--- config.mk ---
export PLATFORM = sky130hd
export DESIGN_NAME = pce_queue
export DESIGN_NICKNAME = d
export VERILOG_FILES = /design/src/pce_pkg.sv /design/src/pce_queue.sv
export SDC_FILE = /design/constraint.sdc
export NUM_CORES = 1
export LEC_CHECK = 0
export ABC_AREA = 1
export BUFFER_PORTS_ARGS = -buffer_cell sky130_fd_sc_hd__clkbuf_2
export CORE_MARGIN = 8
export CORE_UTILIZATION = 36
export CTS_CLUSTER_DIAMETER = 150
export DETAILED_ROUTE_END_ITERATION = 10
export GPL_ROUTABILITY_DRIVEN = 0
export SLEW_MARGIN = 20
export SYNTH_ARGS = -nofsm -noshare
export SYNTH_HDL_FRONTEND = slang
export SYNTH_SLANG_ARGS = --single-unit
--- constraint.sdc ---
create_clock -name clock -period 2.3 [get_ports clock]
set_input_delay 0.46 -clock clock [delete_from_list [all_inputs] [get_ports clock]]
set_output_delay 0.46 -clock clock [all_outputs]
set_load 0.005 [all_outputs]
--- src/pce_pkg.sv ---
// Shared types, codes and helpers of the prefix code encoder.
// No dependencies; used by every module of the block but the checker.
package pce_pkg;

   localparam int SYMBOL_COUNT = 256;
   localparam int MAX_CODE_LEN = 16;
   localparam int CODE_CAP     = (MAX_CODE_LEN < 16) ? MAX_CODE_LEN : 16;
   localparam int SYM_IDX_W    = (SYMBOL_COUNT > 1) ? $clog2(SYMBOL_COUNT) : 1;
   localparam int QUEUE_DEPTH  = 2;
   localparam int QPTR_W       = (QUEUE_DEPTH > 1) ? $clog2(QUEUE_DEPTH) : 1;
   localparam int QCNT_W       = $clog2(QUEUE_DEPTH + 1);

   // Request modes
   localparam logic [1:0] MODE_LOAD   = 2'd0;
   localparam logic [1:0] MODE_ENCODE = 2'd1;
   localparam logic [1:0] MODE_FLUSH  = 2'd2;

   // Operation kinds passed from front to back
   localparam logic [1:0] OP_ENCODE = 2'd0;
   localparam logic [1:0] OP_ERROR  = 2'd1;
   localparam logic [1:0] OP_FLUSH  = 2'd2;

   typedef struct packed {
      logic [1:0]  kind;
      logic [15:0] code;
      logic [4:0]  len;
   } op_type;

   typedef struct packed {
      logic full;
      logic not_empty;
   } q_stat_type;

   // Mask of the n low bits, n up to 16.
   function automatic logic [15:0] low_mask(logic [4:0] n);
      logic [16:0] w;
      w = (17'd1 << n) - 17'd1;
      return w[15:0];
   endfunction

endpackage

--- src/pce_queue.sv ---
// Short operation queue between front and back.
// Depends on pce_pkg.
module pce_queue (
   input  logic                clock,
   input  logic                reset,
   input  logic                push,
   input  pce_pkg::op_type     push_data,
   input  logic                pop,
   output pce_pkg::op_type     head,
   output pce_pkg::q_stat_type stat
);

   pce_pkg::op_type            entry_ff [pce_pkg::QUEUE_DEPTH];
   logic [pce_pkg::QPTR_W-1:0] wr_ptr_ff, wr_ptr_in, rd_ptr_ff, rd_ptr_in;
   logic [pce_pkg::QCNT_W-1:0] cnt_ff, cnt_in;

   function automatic logic [pce_pkg::QPTR_W-1:0] next_ptr(logic [pce_pkg::QPTR_W-1:0] p);
      return (p == pce_pkg::QPTR_W'(pce_pkg::QUEUE_DEPTH - 1)) ?
             '0 : p + pce_pkg::QPTR_W'(1);
   endfunction

   assign stat.full      = cnt_ff == pce_pkg::QCNT_W'(pce_pkg::QUEUE_DEPTH);
   assign stat.not_empty = cnt_ff != '0;
   assign head           = entry_ff[rd_ptr_ff];

   always_comb begin
      wr_ptr_in = push ? next_ptr(wr_ptr_ff) : wr_ptr_ff;
      rd_ptr_in = pop  ? next_ptr(rd_ptr_ff) : rd_ptr_ff;
      cnt_in    = cnt_ff;
      if (push && !pop) begin
         cnt_in = cnt_ff + pce_pkg::QCNT_W'(1);
      end else if (pop && !push) begin
         cnt_in = cnt_ff - pce_pkg::QCNT_W'(1);
      end
   end

   always_ff @(posedge clock) begin
      if (reset) begin
         wr_ptr_ff <= '0;
         rd_ptr_ff <= '0;
         cnt_ff    <= '0;
      end else begin
         wr_ptr_ff <= wr_ptr_in;
         rd_ptr_ff <= rd_ptr_in;
         cnt_ff    <= cnt_in;
      end
   end

   always_ff @(posedge clock) begin
      if (push) begin
         entry_ff[wr_ptr_ff] <= push_data;
      end
   end

endmodule

# After elaboration in Yosys (flattened, before gate mapping)
# Memory sizes are Yosys's and may differ from the RTL's. A register that Yosys moved wholly into a read port is not among the register bits.
# Index checks and enable logic that the tools add are counted.
[totals]
out_inout_bits = 25
ram_bits = 46
elab_cells = 23
memories = 1
ff_bits = 4
inputBits = 27
[op_classes]
mux = 8
eq_ne = 1
n_reduce_logical = 6
n_addsub = 4
[memory_table]
columns = ["memory", "depth", "width", "rd", "rd_clocked_by_memory_dff", "write_ports", "line", "rtl"]
rows = [
  ["entry_ff", 2, 23, 1, 1, 1, "pce_queue.sv:13", "pce_pkg::op_type entry_ff [pce_pkg::QUEUE_DEPTH];"],
]
[ops]
columns = ["op", "count"]
rows = [
  ["1-bit two-way mux", 6],
  ["2-bit two-way mux", 2],
  ["2-bit nonzero test", 2],
  ["1-bit adder (second input constant)", 2],
  ["2-bit by 1-bit adder with 2-bit output (second input constant)", 1],
  ["2-bit equality test (second input constant)", 1],
  ["1-bit logical AND", 2],
  ["1-bit logical NOT", 2],
  ["2-bit by 1-bit subtractor with 2-bit output (second input constant)", 1],
]

# Logic depth before layout (Yosys ltp)
[depth]
ltp_word = 4
ltp_mapped = 8
ltp_nobuf = 8

# Worst setup path after synthesis
# Ideal clock, no wire load.
[synth_timing]
kind = "input-to-reg"
from = "input push"
to = "memory entry_ff[0][0] (netlist name) (enable)"
t_required_ns = 1.897
setup_slack_ns = 0.423
arrival_ns = 1.474
setup_ns = 0.403
n_path_buf = 0
cell_stages = 2
path_cell_list = "inv_1 > nor2_1"
[synth_via]
elab_chain_cells = 2
[synth_lines]
columns = ["item", "line", "rtl"]
rows = [
  ["start, declared", "pce_queue.sv:6", "input logic push,"],
  ["1-bit two-way mux", "pce_queue.sv:50", "if (push) begin"],
  ["1-bit two-way mux (not written as such)", "pce_queue.sv:51", "entry_ff[wr_ptr_ff] <= push_data;"],
  ["end, declared", "pce_queue.sv:13", ""],
]
# No other way between the ends.

==> impl_metrics.env <==
export IMPL_max_freq_mhz=557
export IMPL_via_per_inst=4.44
export IMPL_crit_slowest_cell="mux2_2"
export IMPL_p_seq_share_pct=60.9
export IMPL_synth_top_area_share_pct=73.1
export IMPL_cp_cell_sequence="buf_4 -> mux2_2 -> clkbuf_2"
export IMPL_ys_seq_area_share_pct=78.4
export IMPL_hold_violations=0
export IMPL_holdCritStartpoint="push_data[16]"
export IMPL_worst_pin_slew_ns=0.314
export IMPL_fin_skew_ns=0.00310
export IMPL_tns_ns=0
export IMPL_dieArea_sq_um=7820
export IMPL_numCtsBuffers=5
export IMPL_drt_iter0_markers=19
export IMPL_power_density_nw_per_um2=759
export IMPL_post_route_drc_count=0
export IMPL_syn_cell_area_sq_um=1890
export IMPL_synth_nets=132
export IMPL_ys_warn_count=0
export IMPL_clkLatencyLatePin_ns=0.29
export IMPL_port_buffers=51
export IMPL_drive_gt1_share_pct=53.0
export IMPL_end_kind="primary output"
export IMPL_core_area_sq_um=5070
export IMPL_fin_util_pct=46.1
export IMPL_final_common_cell="clkbuf_2"
export IMPL_cts_buffer_depth=2
export IMPL_setup_viol_count_final=0
export IMPL_crit_path_max_incr_delay_ns=0.36
export IMPL_r2r_cells=3
export IMPL_io_pins=52
export IMPL_cts_resized=0
export IMPL_p_leak_uw=0.000928
export IMPL_drt_wl_total_mm=3.42
export IMPL_power_total_uw=1780
export IMPL_synth_top_cell_by_area="edfxtp_1"
export IMPL_grt_pass1_wl_mm=5.43
export IMPL_clkTransAtPathRegs_ns=0.09
export IMPL_rsz0062_at_grt="no"
export IMPL_fin_nets=193
export IMPL_die_w_um=88.4
export IMPL_avgSynthCellArea_sq_um=18.2
export IMPL_fin_area_sq_um=2340
export IMPL_ys_ff_latch=51
export IMPL_share_comb_of_total_power_pct=11.9
export IMPL_clock_root_buffer="clkbuf_8"
export IMPL_clkSinkCount=51
export IMPL_ys_types=14
export IMPL_area_delta_synth_final_pct=23.8
export IMPL_ant_nets=0
export IMPL_gr_usage_all_layers_pct=9.32
export IMPL_worstHoldPathCells=1
export IMPL_max_slew_margin_pct=79.1
export IMPL_start_util_pct=37.2
export IMPL_start_kind="flop"
export IMPL_die_y_um=88.4
export IMPL_drt_pass1_iterations=4
export IMPL_worstPathMaxFanout=14
export IMPL_required_ns=1.84
export IMPL_rows=26
export IMPL_place_hpwl_mm=2.55
export IMPL_fin_crit_sh_pct=78.1
export IMPL_finalMaxSlewViolations=0
export IMPL_wl_per_cell_um=14.5
export IMPL_synth_area_leaders="edfxtp_1, mux2_2, dfxtp_1"
export IMPL_hp_class="input pin to flop"
export IMPL_synth_cells=104
export IMPL_grt_overflow=0
export IMPL_p_clk_share_pct=27.2
export IMPL_post_cts_buffers=0
export IMPL_critical_path_class="flop to primary output"
export IMPL_critPathArrivalTime_ns=1.34
export IMPL_n_antenna_cell=0
export IMPL_grt_pass1_vias=1127
export IMPL_status="finished clean"
export IMPL_reg2reg_slack_ns=1.20
export IMPL_antenna_found_initial=0
export IMPL_swShare_pct=22.0
export IMPL_final_cell_mix="clkbuf_2, edfxtp_1, mux2_2, inv_1, nand2_1"
export IMPL_worstReg2RegStart="wr_ptr_ff"
export IMPL_fin_crit_ns=1.80
export IMPL_cts_tree="built"
export IMPL_htreeDepth=2
export IMPL_drv_cap=0
export IMPL_peakVddDrop_mv=0.395
export IMPL_p_int_uw=1390
export IMPL_power_switching_uw=390
export IMPL_grt_start_max_net_pins=25
export IMPL_placed_cell_area_sq_um=2250
export IMPL_hold_buffers=0
export IMPL_num_vias=1047
-- per-layer routing --
metal | GRT usage, % | up-vias | part of all wire (%)
li1 | - | 500 | -
met1 | 10.1 | 494 | 40
met2 | 15.9 | 45 | 50
met3 | 4.27 | 8 | 8.9
met4 | 2.76 | 0 | 1.1
met5 | 0 | - | 0
-- registers in the layout (all words and copies together), names as in the netlist, named ones only --
name	count
entry_ff	46
cnt_ff	2
rd_ptr_ff	1
wr_ptr_ff	1
-- cells by family after synthesis --
group | Yosys count | synth area share [%]
compound gates | 2 | 0.529
xor+xnor | 1 | 0.464
fa+ha+maj | 1 | 0.662
buf+inv | 11 | 2.98
flops | 51 | 78.4
mux | 23 | 13.7
simple gates | 15 | 3.24
-- synth_stat cells (all sizes together) --
master / count
edfxtp: 46
nor2: 6
buf: 2
o21ai: 1
a21oi: 1
ha: 1
nand3: 1
nand2: 6
dfxtp: 5
mux2: 23
nor3: 1
xnor2: 1
nand4: 1
inv: 9
-- critical path: cells and delay by family, from the launching register on --
kind	cells	cell delay, ns
buf+inv	2	0.33
flops	1	0.34
mux	1	0.36
-- power by group through the flow --
stage	logic (uW)	registers (uW)	clock network, uW
2_1_floorplan	113	1100	0
3_3_place_gp	207	1100	0
3_5_place_dp	217	1100	0
4_1_cts	218	1080	503
5_1_grt	236	1090	547
6_report	211	1080	484
-- worst paths after layout --
kind,endpoint
max,head[15]
min,entry_ff[0][16]
max reg2reg,entry_ff[1][3]
min reg2reg,rd_ptr_ff
-- area by class of cell --
class,count,area (sq um)
fillers,471,2740
flip-flops and latches,51,1480
multi-input cells,42,354
repair buffers,56,293
well taps,70,87.6
clock buffers,5,68.8
inverters,9,33.8
clock inverters,3,20.0
-- per-stage QoR --
| stage | worst slack, ns | hold slack, ns | instances |
|---|---|---|---|
| 2_1_floorplan | 0.423 | 0.480 | 104 |
| 3_3_place_gp | 0.828 | 0.497 | 228 |
| 3_5_place_dp | 0.807 | 0.509 | 228 |
| 4_1_cts | 0.471 | 0.342 | 236 |
| 5_1_grt | 0.418 | 0.334 | 236 |
| 6_report | 0.504 | 0.354 | 236 |
(Power assumes the default switching activity.)
