### src/pce_pkg.sv
// Shared types, codes and helpers of the prefix code encoder.
// No dependencies; used by every module of the block but the checker.
package pce_pkg;

   localparam int SYMBOL_COUNT = 256;
   localparam int MAX_CODE_LEN = 16;
   localparam int CODE_CAP     = (MAX_CODE_LEN < 16) ? MAX_CODE_LEN : 16;
   localparam int SYM_IDX_W    = (SYMBOL_COUNT > 1) ? $clog2(SYMBOL_COUNT) : 1;
   localparam int QUEUE_DEPTH  = 2;
   localparam int QPTR_W       = (QUEUE_DEPTH > 1) ? $clog2(QUEUE_DEPTH) : 1;
   localparam int QCNT_W       = $clog2(QUEUE_DEPTH + 1);

   // Request modes
   localparam logic [1:0] MODE_LOAD   = 2'd0;
   localparam logic [1:0] MODE_ENCODE = 2'd1;
   localparam logic [1:0] MODE_FLUSH  = 2'd2;

   // Operation kinds passed from front to back
   localparam logic [1:0] OP_ENCODE = 2'd0;
   localparam logic [1:0] OP_ERROR  = 2'd1;
   localparam logic [1:0] OP_FLUSH  = 2'd2;

   typedef struct packed {
      logic [1:0]  kind;
      logic [15:0] code;
      logic [4:0]  len;
   } op_type;

   typedef struct packed {
      logic full;
      logic not_empty;
   } q_stat_type;

   // Mask of the n low bits, n up to 16.
   function automatic logic [15:0] low_mask(logic [4:0] n);
      logic [16:0] w;
      w = (17'd1 << n) - 17'd1;
      return w[15:0];
   endfunction

endpackage

### src/pce_back.sv
// Back end: bit packer, byte buffer and result output register.
// Depends on pce_pkg.
module pce_back (
   input  logic                clock,
   input  logic                reset,
   input  pce_pkg::op_type     head,
   input  pce_pkg::q_stat_type q_stat,
   output logic                pop,
   output logic                rsp_valid,
   input  logic                rsp_ready,
   output logic [7:0]          rsp_out_byte,
   output logic                rsp_is_error,
   output logic                rsp_last
);

   logic [7:0]  pend_ff, pend_in;
   logic [2:0]  fill_ff, fill_in;
   logic [1:0]  bb_cnt_ff, bb_cnt_in;
   logic [15:0] bb_data_ff, bb_data_in;
   logic        bb_err_ff, bb_err_in;
   logic        rsp_valid_ff, rsp_valid_in;
   logic [7:0]  out_byte_ff;
   logic        is_error_ff, last_ff;

   logic        move, bb_next_empty;
   logic [23:0] acc;
   logic [15:0] sh;
   logic [4:0]  total;
   logic [7:0]  new_pend, flush_byte;

   assign move          = (bb_cnt_ff != 2'd0) && (!rsp_valid_ff || rsp_ready);
   assign bb_next_empty = (bb_cnt_ff == 2'd0) || ((bb_cnt_ff == 2'd1) && move);
   assign pop           = q_stat.not_empty && bb_next_empty;

   assign rsp_valid    = rsp_valid_ff;
   assign rsp_out_byte = out_byte_ff;
   assign rsp_is_error = is_error_ff;
   assign rsp_last     = last_ff;

   // Append the code below the pending bits and split off whole bytes.
   always_comb begin
      acc        = ({16'h0000, pend_ff} << head.len) |
                   {8'h00, head.code & pce_pkg::low_mask(head.len)};
      total      = 5'({2'b00, fill_ff}) + head.len;
      sh         = 16'(acc >> total[2:0]);
      new_pend   = acc[7:0] & (8'hFF >> (4'd8 - {1'b0, total[2:0]}));
      flush_byte = pend_ff << (4'd8 - {1'b0, fill_ff});
   end

   always_comb begin
      pend_in    = pend_ff;
      fill_in    = fill_ff;
      bb_cnt_in  = bb_cnt_ff;
      bb_data_in = bb_data_ff;
      bb_err_in  = bb_err_ff;
      if (move) begin
         bb_cnt_in  = bb_cnt_ff - 2'd1;
         bb_data_in = {bb_data_ff[7:0], 8'h00};
      end
      if (pop) begin
         case (head.kind)
            pce_pkg::OP_ENCODE: begin
               pend_in    = new_pend;
               fill_in    = total[2:0];
               bb_cnt_in  = total[4:3];
               bb_data_in = (total[4:3] == 2'd2) ? sh[15:0] : {sh[7:0], 8'h00};
               bb_err_in  = 1'b0;
            end
            pce_pkg::OP_ERROR: begin
               bb_cnt_in  = 2'd1;
               bb_data_in = 16'h0000;
               bb_err_in  = 1'b1;
            end
            pce_pkg::OP_FLUSH: begin
               pend_in    = 8'h00;
               fill_in    = 3'd0;
               bb_cnt_in  = 2'd1;
               bb_data_in = {flush_byte, 8'h00};
               bb_err_in  = 1'b0;
            end
            default: begin
               bb_cnt_in = 2'd0;
            end
         endcase
      end
   end

   always_comb begin
      rsp_valid_in = rsp_valid_ff && !rsp_ready;
      if (move) begin
         rsp_valid_in = 1'b1;
      end
   end

   always_ff @(posedge clock) begin
      if (reset) begin
         pend_ff      <= 8'h00;
         fill_ff      <= 3'd0;
         bb_cnt_ff    <= 2'd0;
         rsp_valid_ff <= 1'b0;
      end else begin
         pend_ff      <= pend_in;
         fill_ff      <= fill_in;
         bb_cnt_ff    <= bb_cnt_in;
         rsp_valid_ff <= rsp_valid_in;
      end
   end

   always_ff @(posedge clock) begin
      bb_data_ff <= bb_data_in;
      bb_err_ff  <= bb_err_in;
      if (move) begin
         out_byte_ff <= bb_data_ff[15:8];
         is_error_ff <= bb_err_ff;
         last_ff     <= bb_cnt_ff == 2'd1;
      end
   end

endmodule

### config.mk
export PLATFORM = sky130hd
export DESIGN_NAME = pce_back
export DESIGN_NICKNAME = d
export VERILOG_FILES = /design/src/pce_pkg.sv /design/src/pce_back.sv
export SDC_FILE = /design/constraint.sdc
export NUM_CORES = 1
export LEC_CHECK = 0
export BUFFER_PORTS_ARGS = -buffer_cell sky130_fd_sc_hd__buf_2
export CAP_MARGIN = 15
export CORE_UTILIZATION = 50
export CTS_CLUSTER_SIZE = 12
export DETAILED_ROUTE_END_ITERATION = 8
export GPL_TIMING_DRIVEN = 1
export PLACE_DENSITY_LB_ADDON = 0.08
export SYNTH_ARGS = -nofsm -noshare
export SYNTH_HDL_FRONTEND = slang
export SYNTH_SLANG_ARGS = --single-unit
### constraint.sdc
create_clock -name clock -period 7.25 [get_ports clock]
set_input_delay 1.0875 -clock clock [delete_from_list [all_inputs] [get_ports clock]]
set_output_delay 1.0875 -clock clock [all_outputs]
set_load 0.005 [all_outputs]
* Word level (Yosys, flattened, before mapping)
Index checks and enable logic that the tools add are counted.
** Storage, ports and cells
- Word-level logic and storage cells :: 55
- Bits in registers :: 41
- Output and inout port bits :: 12
- Input bits :: 28
** Cells by class
- Add/subtract/negate cells :: 5
- Shifts and indexed selects :: 5
- Reductions and logical operators :: 18
- Muxes and demuxes :: 11
- Equal/unequal tests :: 4
- Bitwise gates (word level) :: 3
** Operators by type and width (number)
- $mux 16 :: 3
- $pmux 16 s3 :: 1
- $or 24x16->24 :: 1
- $shl 8x5->24 :: 1
- $shr 24x3->16 :: 1
- $and 16x16->16 :: 1
- $pmux 8 s2 :: 1
- $shl 1x5->16 const A :: 1
- $sub 16x1->16 const B :: 1
- $and 8x8->8 :: 1
- $reduce_bool 2->1 :: 4
- $shl 8x4->8 :: 1
- $shr 8x4->8 const A :: 1
- $sub 4x3->4 const A :: 2
- $pmux 3 s2 :: 1
- $add 3x5->5 :: 1
- $eq 2x1->1 const B :: 2
- $eq 2x2->1 const B :: 2
- $logic_and 1x1->1 :: 4
- $logic_not 2->1 :: 2
- $mux 2 :: 2
- $pmux 2 s2 :: 1
- $reduce_and 2->1 :: 2
- $reduce_or 2->1 :: 2
- other kinds (5) :: 7

* Logic depth before layout (Yosys ltp)
Gate-level depths: netlist (run 1).
- Depth after elaboration :: 8
- Depth in mapped cells :: 15
- Mapped depth without buffers :: 10

* Least setup slack after synthesis (run 1)
OpenSTA, ideal clock, no wires.
- Path kind :: input to register
- Start :: input port head[1] in the netlist's numbering
- End :: register bb_data_ff[15]
- Required time :: 7.172 ns
- Library setup time :: 0.078 ns
- Arrival :: 3.794 ns
- Stages on the path :: 14
- Slack :: 3.378 ns
- Cell sequence :: buf_6 -> buf_6 -> buf_2 -> nor2_1 -> nand3_1 -> ha_1 -> clkbuf_1 -> nor2_1 -> nand4_1 -> a31oi_4 -> o22ai_1 -> mux4_2 -> or3_1 -> a32oi_1
** Between the ends
- Cells in the longest elaborated chain, start to end :: 8
- Elaborated cells between the ends (all ways) :: 11
- Classes of those cells :: add/sub (2); eq/ne (1); shift (3); mux (3); bitwise (2)
** Ends and longest elaborated chain
- start: declaration :: RTL line pce_back.sv:6 : input pce_pkg::op_type head,
- $shl 1x5->16 :: RTL line pce_pkg.sv:37 : w = (17'd1 << n) - 17'd1;
- $sub 16x1->16 :: RTL line pce_pkg.sv:37
- $and 16x16->16 :: RTL line pce_back.sv:43 : {8'h00, head.code & pce_pkg::low_mask(head.len)};
- $or 24x16->24 :: RTL line pce_back.sv:42 : acc = ({16'h0000, pend_ff} << head.len) |
- $shr 24x3->16 :: RTL line pce_back.sv:45 : sh = 16'(acc >> total[2:0]);
- $mux 16 * :: RTL line pce_back.sv:66 : bb_data_in = (total[4:3] == 2'd2) ? sh[15:0] : {sh[7:0], 8'h00};
- $pmux 16 s3 * :: RTL line pce_back.sv:61 : case (head.kind)
- $mux 16 * :: RTL line pce_back.sv:60 : if (pop) begin
- named net bb_data_in[15] :: RTL line pce_back.sv:19 : logic [15:0] bb_data_ff, bb_data_in;
- end signal: assignment :: RTL line pce_back.sv:110 : bb_data_ff <= bb_data_in;
- end: declaration :: RTL line pce_back.sv:19
Mark *: on every way through the listed nets, which the timed path passes. The rest lies on a longest branch.
A chain may end at the register's enable or synchronous reset.

* Worst setup path in the final report (run 1)
- Start :: input port head[0] in the netlist's numbering
- End :: register pend_ff[1]
** Between the ends
- Cells in the longest elaborated chain, start to end :: 6
- Elaborated cells between the ends (all ways) :: 10
- Classes of those cells :: add/sub (3); shift (3); mux (1); bitwise (3)
** Ends and longest elaborated chain
- parallel branches: the longest is 4 deep, another holds $add 3x5->5
- $and 8x8->8 * :: RTL line pce_back.sv:46 : new_pend = acc[7:0] & (8'hFF >> (4'd8 - {1'b0, total[2:0]}));
- $pmux 8 s2 * :: RTL line pce_back.sv:61
- end signal: assignment :: RTL line pce_back.sv:102 : pend_ff <= pend_in;
- end: declaration :: RTL line pce_back.sv:16 : logic [7:0] pend_ff, pend_in;
Every way passes the cells marked *.

==> impl_results.md, run 1 <==
* Non-Filler Instances at 643
* Maximum vdd drop at 0.0923 mV
* Status: complete, no violations
* Netlist Area Pre-Place at 4310 um2
* Final setup violation count at 0
* Post-Place Cells at 635
* Syn Nets at 581
* Reg2Reg Depth at 9
* Rel. slew slack at 29.1%
* Yosys top cell by area: dfxtp_1
* Fraction of registers with async set/reset at 0%
* First DRT Iteration DRCs at 280
* Worst Setup End Kind: register
* Final RePlAce weighted congestion at 0.899
* Final #Nets at 580
* Drc violations at 0
* Starting Density at 52.1%
* Leakage at 1.65 nW
* WP data required at 7.43 ns
* Post-Synthesis Cells at 538
* Most used cell, CP: ha_1
* # diodes at 0
* Cells on Worst Hold Path at 0
* Clk pwr share at 14.1%
* Setup Skew at 0.0107 ns
* Site row count at 33
* Arr. time, crit path at 4.95 ns
* Clk_lat worst skew at 0.30 ns
* PwrDens at 231 nW/um2
* Number of max-cap violations at 0
* Worst Hold Path EP: rsp_is_error
* Crit-path max cell delay at 1.09 ns
* HP Class: reg -> reg
* Die X at 94.8 um
* CTS tree: built
* Ranking of synthesized cells by area: dfxtp_1, edfxtp_1, mux2i_1
* Yosys cell types at 80
* Most frequent cell after synthesis: nand2_1
* Max-slew violations at 0
* CP startpoint kind: input pin
* Die area at 8990 um2
* Initial antenna violation count at 0
* Commonest cells post-synth: nand2_1, nor2_1, dfxtp_1, o21ai_0
* Slew at the pin closest to its max-slew limit at 1.06 ns
* Vias in the first global route at 3822
* RR Startpoint: fill_ff[0]
* Final setup TNS at 0 ns
* Die boundary height at 94.8 um
* R2R setup slack at 3.23 ns
* Routed WL at 12700 um
* Post-cts repair resize count at 0
* Area growth syn-to-layout at 3.92%
* RR Endpoint: pend_ff[1]
* Antenna-violating nets left at 0
* Synth top area share at 13.9%
* Hold_sp: bb_err_ff
* Tmin final at 4.77 ns
* Tot GR Track Use at 29.1%
* Ys Warns at 0
* Syn_area_per_cell at 8.00 um2
* Comb power frac at 51.8%
* Final hold vios at 0
* Clk buf depth at 2
* Sequential power share at 34.1%
* Internal power at 0.596 mW
* Grt total ovfl at 0
* Number of flops mapped to enable cells by yosys at 11
* DP HPWL at 9350 um
* Sw frac at 42.4%
* Ports at 40
* Via Count at 4308
* CP max-delay cell: fa_1
* Pin count of the biggest net entering global routing at 37
* Crit share post-route at 65.8%
* Ys flop type: dfxtp_1
* Via/cell ratio at 6.70
* Hold Buf Count CTS at 0
* Sw Pwr at 0.438 mW
* WS Path Type: in -> reg
* Max FO, Critical Path at 36
* # Post-CTS Setup Buffers at 0
* Wire per inst at 19.7 um
* Fmax at 210 MHz
* Share of cells above drive strength 1 at 14.9%
* RSZ-0062 raised after global routing: false
* Num CTS Buffers at 5
* DR pass1 iterations at 5
* First-pass GRT wire length at 20200 um
* CTS root buffer: clkbuf_8
* Cell chain of the critical path: buf_2, ha_1, fa_1, clkinv_1, ha_1, inv_1, ha_1, nand2b_1, a32oi_1, nor2_1
* Total core area at 8260 um2
* CTS HTree Levels at 2
* Seq/Total Area, Yosys at 21.6%
* Clock-pin transition on the worst setup and hold timing paths at 0.08 ns
* Clock Sinks at 41
* FF+latch count, synth at 41
* I/O Buffers at 38
## power groups by stage
stage | clock network (mW) | logic (mW) | registers (mW)
2_1_floorplan | 0 | 0.394 | 0.351
3_3_place_gp | 0 | 0.523 | 0.355
3_5_place_dp | 0 | 0.529 | 0.359
4_1_cts | 0.150 | 0.532 | 0.354
5_1_grt | 0.158 | 0.593 | 0.363
6_report | 0.145 | 0.536 | 0.353
## worst max-delay path, delay by kind of cell
kind                       cells  cell delay (ns)
adders and majority gates      4             2.19
buffers and inverters          3             1.25
and+or+nand+nor                2             0.22
AOI/OAI and AO/OA              1             0.19
## cells by family after synthesis
kind of cell    count (synthesis)  synth area share, %
buf+inv                        68                 7.73
simple gates                  188                 23.1
mux                            47                 13.2
flops                          41                 21.6
xor+xnor                        4                0.814
compound gates                175                 29.0
fa+ha+maj                      15                 4.53
## sequential cells by signal, indices dropped and copies added, names as in the netlist
register      flops
bb_data_ff       16
rsp_valid         1
rsp_out_byte      8
fill_ff           3
rsp_is_error      1
pend_ff           8
bb_err_ff         1
rsp_last          1
bb_cnt_ff         2
## layout by cell type (no fill, tap or decap), types with 10 or more instances in the layout
cell and n:
o21ai_0 30, mux2_2 12, nor2_1 36, nand2_1 50
inv_1 16, dfxtp_1 30, mux2i_1 29, a21oi_1 29
buf_2 38, nor3_1 19, ha_1 14, a32oi_1 13
edfxtp_1 11, nor2b_1 15, o211ai_1 21, nand3_1 18
a31oi_1 10
## cell type report
type,instances,area (um2)
clock buffer,7,76.3
timing repair buffer,42,220
multi-input combinational,429,3040
fill,851,3780
sequential,41,931
tap,105,131
clock inverter,1,3.75
inverter,18,67.6
## worst max path at each step
stage                       start             end  depth (start not counted)
after detailed placement  head[0]      pend_ff[1]                         10
after global routing      head[0]      pend_ff[1]                         10
after CTS                 head[0]      pend_ff[1]                         10
after global placement    head[0]      pend_ff[1]                         10
final                     head[0]      pend_ff[1]                         10
after floorplan           head[1]  bb_data_ff[15]                         14
## per-stage QoR
| step | util (%) | hold WS (ns) | power, mW | setup WS, ns | instance area [um2] |
|---|---|---|---|---|---|
| global placement | 53.2 | 0.402 | 0.878 | 2.21 | 4390 |
| CTS | 54.2 | 0.428 | 1.04 | 2.52 | 4470 |
| finish | 54.2 | 0.428 | 1.03 | 2.48 | 4470 |
| detailed placement | 53.2 | 0.406 | 0.888 | 2.22 | 4390 |
| global route | 54.2 | 0.437 | 1.11 | 2.18 | 4470 |
| floorplan | - | 0.400 | 0.745 | 3.38 | 4310 |
## layer usage
metal	track usage (%)	vias up	part of all wire [%]
met5	0	-	0
met4	10.7	0	3.5
met3	3.86	27	6.0
met2	47.4	180	46
met1	39.1	2044	44
li1	-	2057	-
Note: power is estimated with default switching activity, not from simulation.
==> run 2: changes to the inputs <==
Clock period 7.25 ns to 4.66 ns, I/O delays scaled along.
==> run 2 against run 1 <==
Hold slack improved by 0.0011 ns; clock power rose by 63%; routed wire length shrank 0.42%; largest power group unchanged; first-iteration DRC count increased by 8.6%; power grew 57%; critical endpoint is now bb_data_ff[15]; design area is 1.6% higher; sequential share of layout area decreased by 0.33 points; via count decreased by 0.53%; worst setup slack lost 1.4 ns.
==> impl_results.md, run 2 (synthesis gave the netlist of run 1 again) <==
* Status: complete, no violations
* Final RePlAce weighted congestion at 0.963 (+7.0%)
* Ports at 40 (unchanged)
* HP Class: reg -> reg
* Max reg flops at 16 (unchanged)
* Max FO, Critical Path at 15 (-58%)
* DP HPWL at 9440 um (+0.91%)
* Final #Nets at 588 (+1.4%)
* Area growth syn-to-layout at 5.58%
* WP data required at 4.86 ns (-2.57 ns)
* Sw frac at 41.9% (-0.53 points)
* Site row count at 33 (unchanged)
* Final setup violation count at 0 (unchanged)
* Crit share post-route at 76.8%
* Commonest non-fill, non-tap cell in the layout: nand2_1
* Number of max-cap violations at 0 (unchanged)
* Share of cells above drive strength 1 at 16.5% (+1.6 points)
* Clock Sinks at 41 (unchanged)
* Fmax at 279 MHz
* Arr. time, crit path at 3.78 ns (-1.17 ns)
* Die area at 8990 um2 (unchanged)
* Tot GR Track Use at 29.5% (+0.36 points)
* Die X at 94.8 um (unchanged)
* Antenna-violating nets left at 0 (unchanged)
* First DRT Iteration DRCs at 304 (+8.6%)
* Reg2Reg Depth at 9 (unchanged)
* Via/cell ratio at 6.58 (-1.8%)
* Clk buf depth at 2 (unchanged)
* Final setup TNS at 0 ns (unchanged)
* Total core area at 8260 um2 (unchanged)
* CTS tree: built
* # diodes at 0 (unchanged)
* I/O Buffers at 38 (unchanged)
* PwrDens at 358 nW/um2 (+55%)
* Worst Setup End Kind: register
* DR pass1 iterations at 5 (unchanged)
* Pin count of the biggest net entering global routing at 36 (-2.7%)
* Comb power frac at 51.9% (about the same)
* RSZ-0062 raised after global routing: false
* Hold Buf Count CTS at 0 (unchanged)
* CP startpoint kind: input pin
* Die boundary height at 94.8 um (unchanged)
* Tmin final at 3.58 ns
* Initial antenna violation count at 0 (unchanged)
* Slew at the pin closest to its max-slew limit at 0.884 ns (-0.174 ns)
* Leakage at 1.69 nW (+2.9%)
* Final hold vios at 0 (unchanged)
* # Post-CTS Setup Buffers at 0 (unchanged)
* CTS root buffer: clkbuf_8
* Rel. slew slack at 40.7% (+12 points)
* Vias in the first global route at 3874 (+1.4%)
* Num CTS Buffers at 5 (unchanged)
* Clock-pin transition on the worst setup and hold timing paths at 0.08 ns (about the same)
* Routed WL at 12600 um (-0.42%)
* Max-slew violations at 0 (unchanged)
* WS Path Type: in -> reg
* Final Power at 1.63 mW (+57%)
* Sw Pwr at 0.681 mW (+55%)
* Grt total ovfl at 0 (unchanged)
* Clk_lat worst skew at 0.29 ns (about the same)
* Internal power at 0.946 mW (+59%)
* Post-cts repair resize count at 0 (unchanged)
* Setup Skew at 0.0102 ns (-0.000577 ns)
* Cells on Worst Hold Path at 0 (unchanged)
* Starting Density at 52.1% (unchanged)
* Largest register by flop count: bb_data_ff
* Wire per inst at 19.4 um (-1.6%)
* Clk pwr share at 14.6% (+0.5 points)
* Commonest non-fill, non-tap cells in the layout: nand2_1, buf_2, nor2_1
* Sequential power share at 33.6% (-0.5 points)
* Via Count at 4285 (-0.53%)
* Drc violations at 0 (unchanged)
* Maximum vdd drop at 0.158 mV (+72%)
* CTS HTree Levels at 2 (unchanged)
* First-pass GRT wire length at 20600 um (+2.1%)
[run 2: path summary, 6_finish.rpt]
check | from | endpoint | slack (ns)
worst max-delay path | head[2] | bb_data_ff[15] | 1.08
worst min-delay path | bb_err_ff | rsp_is_error | 0.43
worst max register to register | fill_ff[0] | pend_ff[0] | 1.55
worst min register to register | bb_err_ff | rsp_is_error | 0.43
[run 2: metrics by stage]
stage               utilization (%)  hold WS [ns]  area (um2)  setup slack, ns  cells
floorplan                         -         0.400        4310             1.18    538
global placement               53.9         0.403        4450            0.848    643
detailed placement             53.9         0.413        4450            0.839    643
CTS                            55.0         0.431        4550             1.12    651
global route                   55.0         0.446        4550            0.788    651
finish                         55.0         0.429        4550             1.08    651
[run 2: area by class of cell]
class	count	area, um2
multi-input combinational	429	3040
tap	105	131
timing repair buffer	50	280
fill	813	3710
clock buffer	6	82.6
sequential	41	931
clock inverter	2	8.76
inverter	18	67.6
[run 2: power groups by stage]
stage	clock network (mW)	registers, mW	logic (mW)
2_1_floorplan	0	0.546	0.612
3_3_place_gp	0	0.552	0.822
3_5_place_dp	0	0.555	0.830
4_1_cts	0.244	0.547	0.835
5_1_grt	0.256	0.562	0.936
6_report	0.237	0.546	0.844
[run 2: metal layers]
layer	wire, um	global-route usage [%]
met1	5720	40.7
met2	5710	46.3
met3	752	3.38
met4	455	12.4
met5	0	0
[run 2: critical path: stages]
cell and delay [ns]:
buf_2 0.11, nor2_1 0.38, nand3_1 0.26, ha_1 0.41, nand4bb_1 0.26, a211o_1 0.32, nand4_1 0.13, o22ai_1 0.17
mux4_2 0.53, or3_1 0.32, a32oi_1 0.19
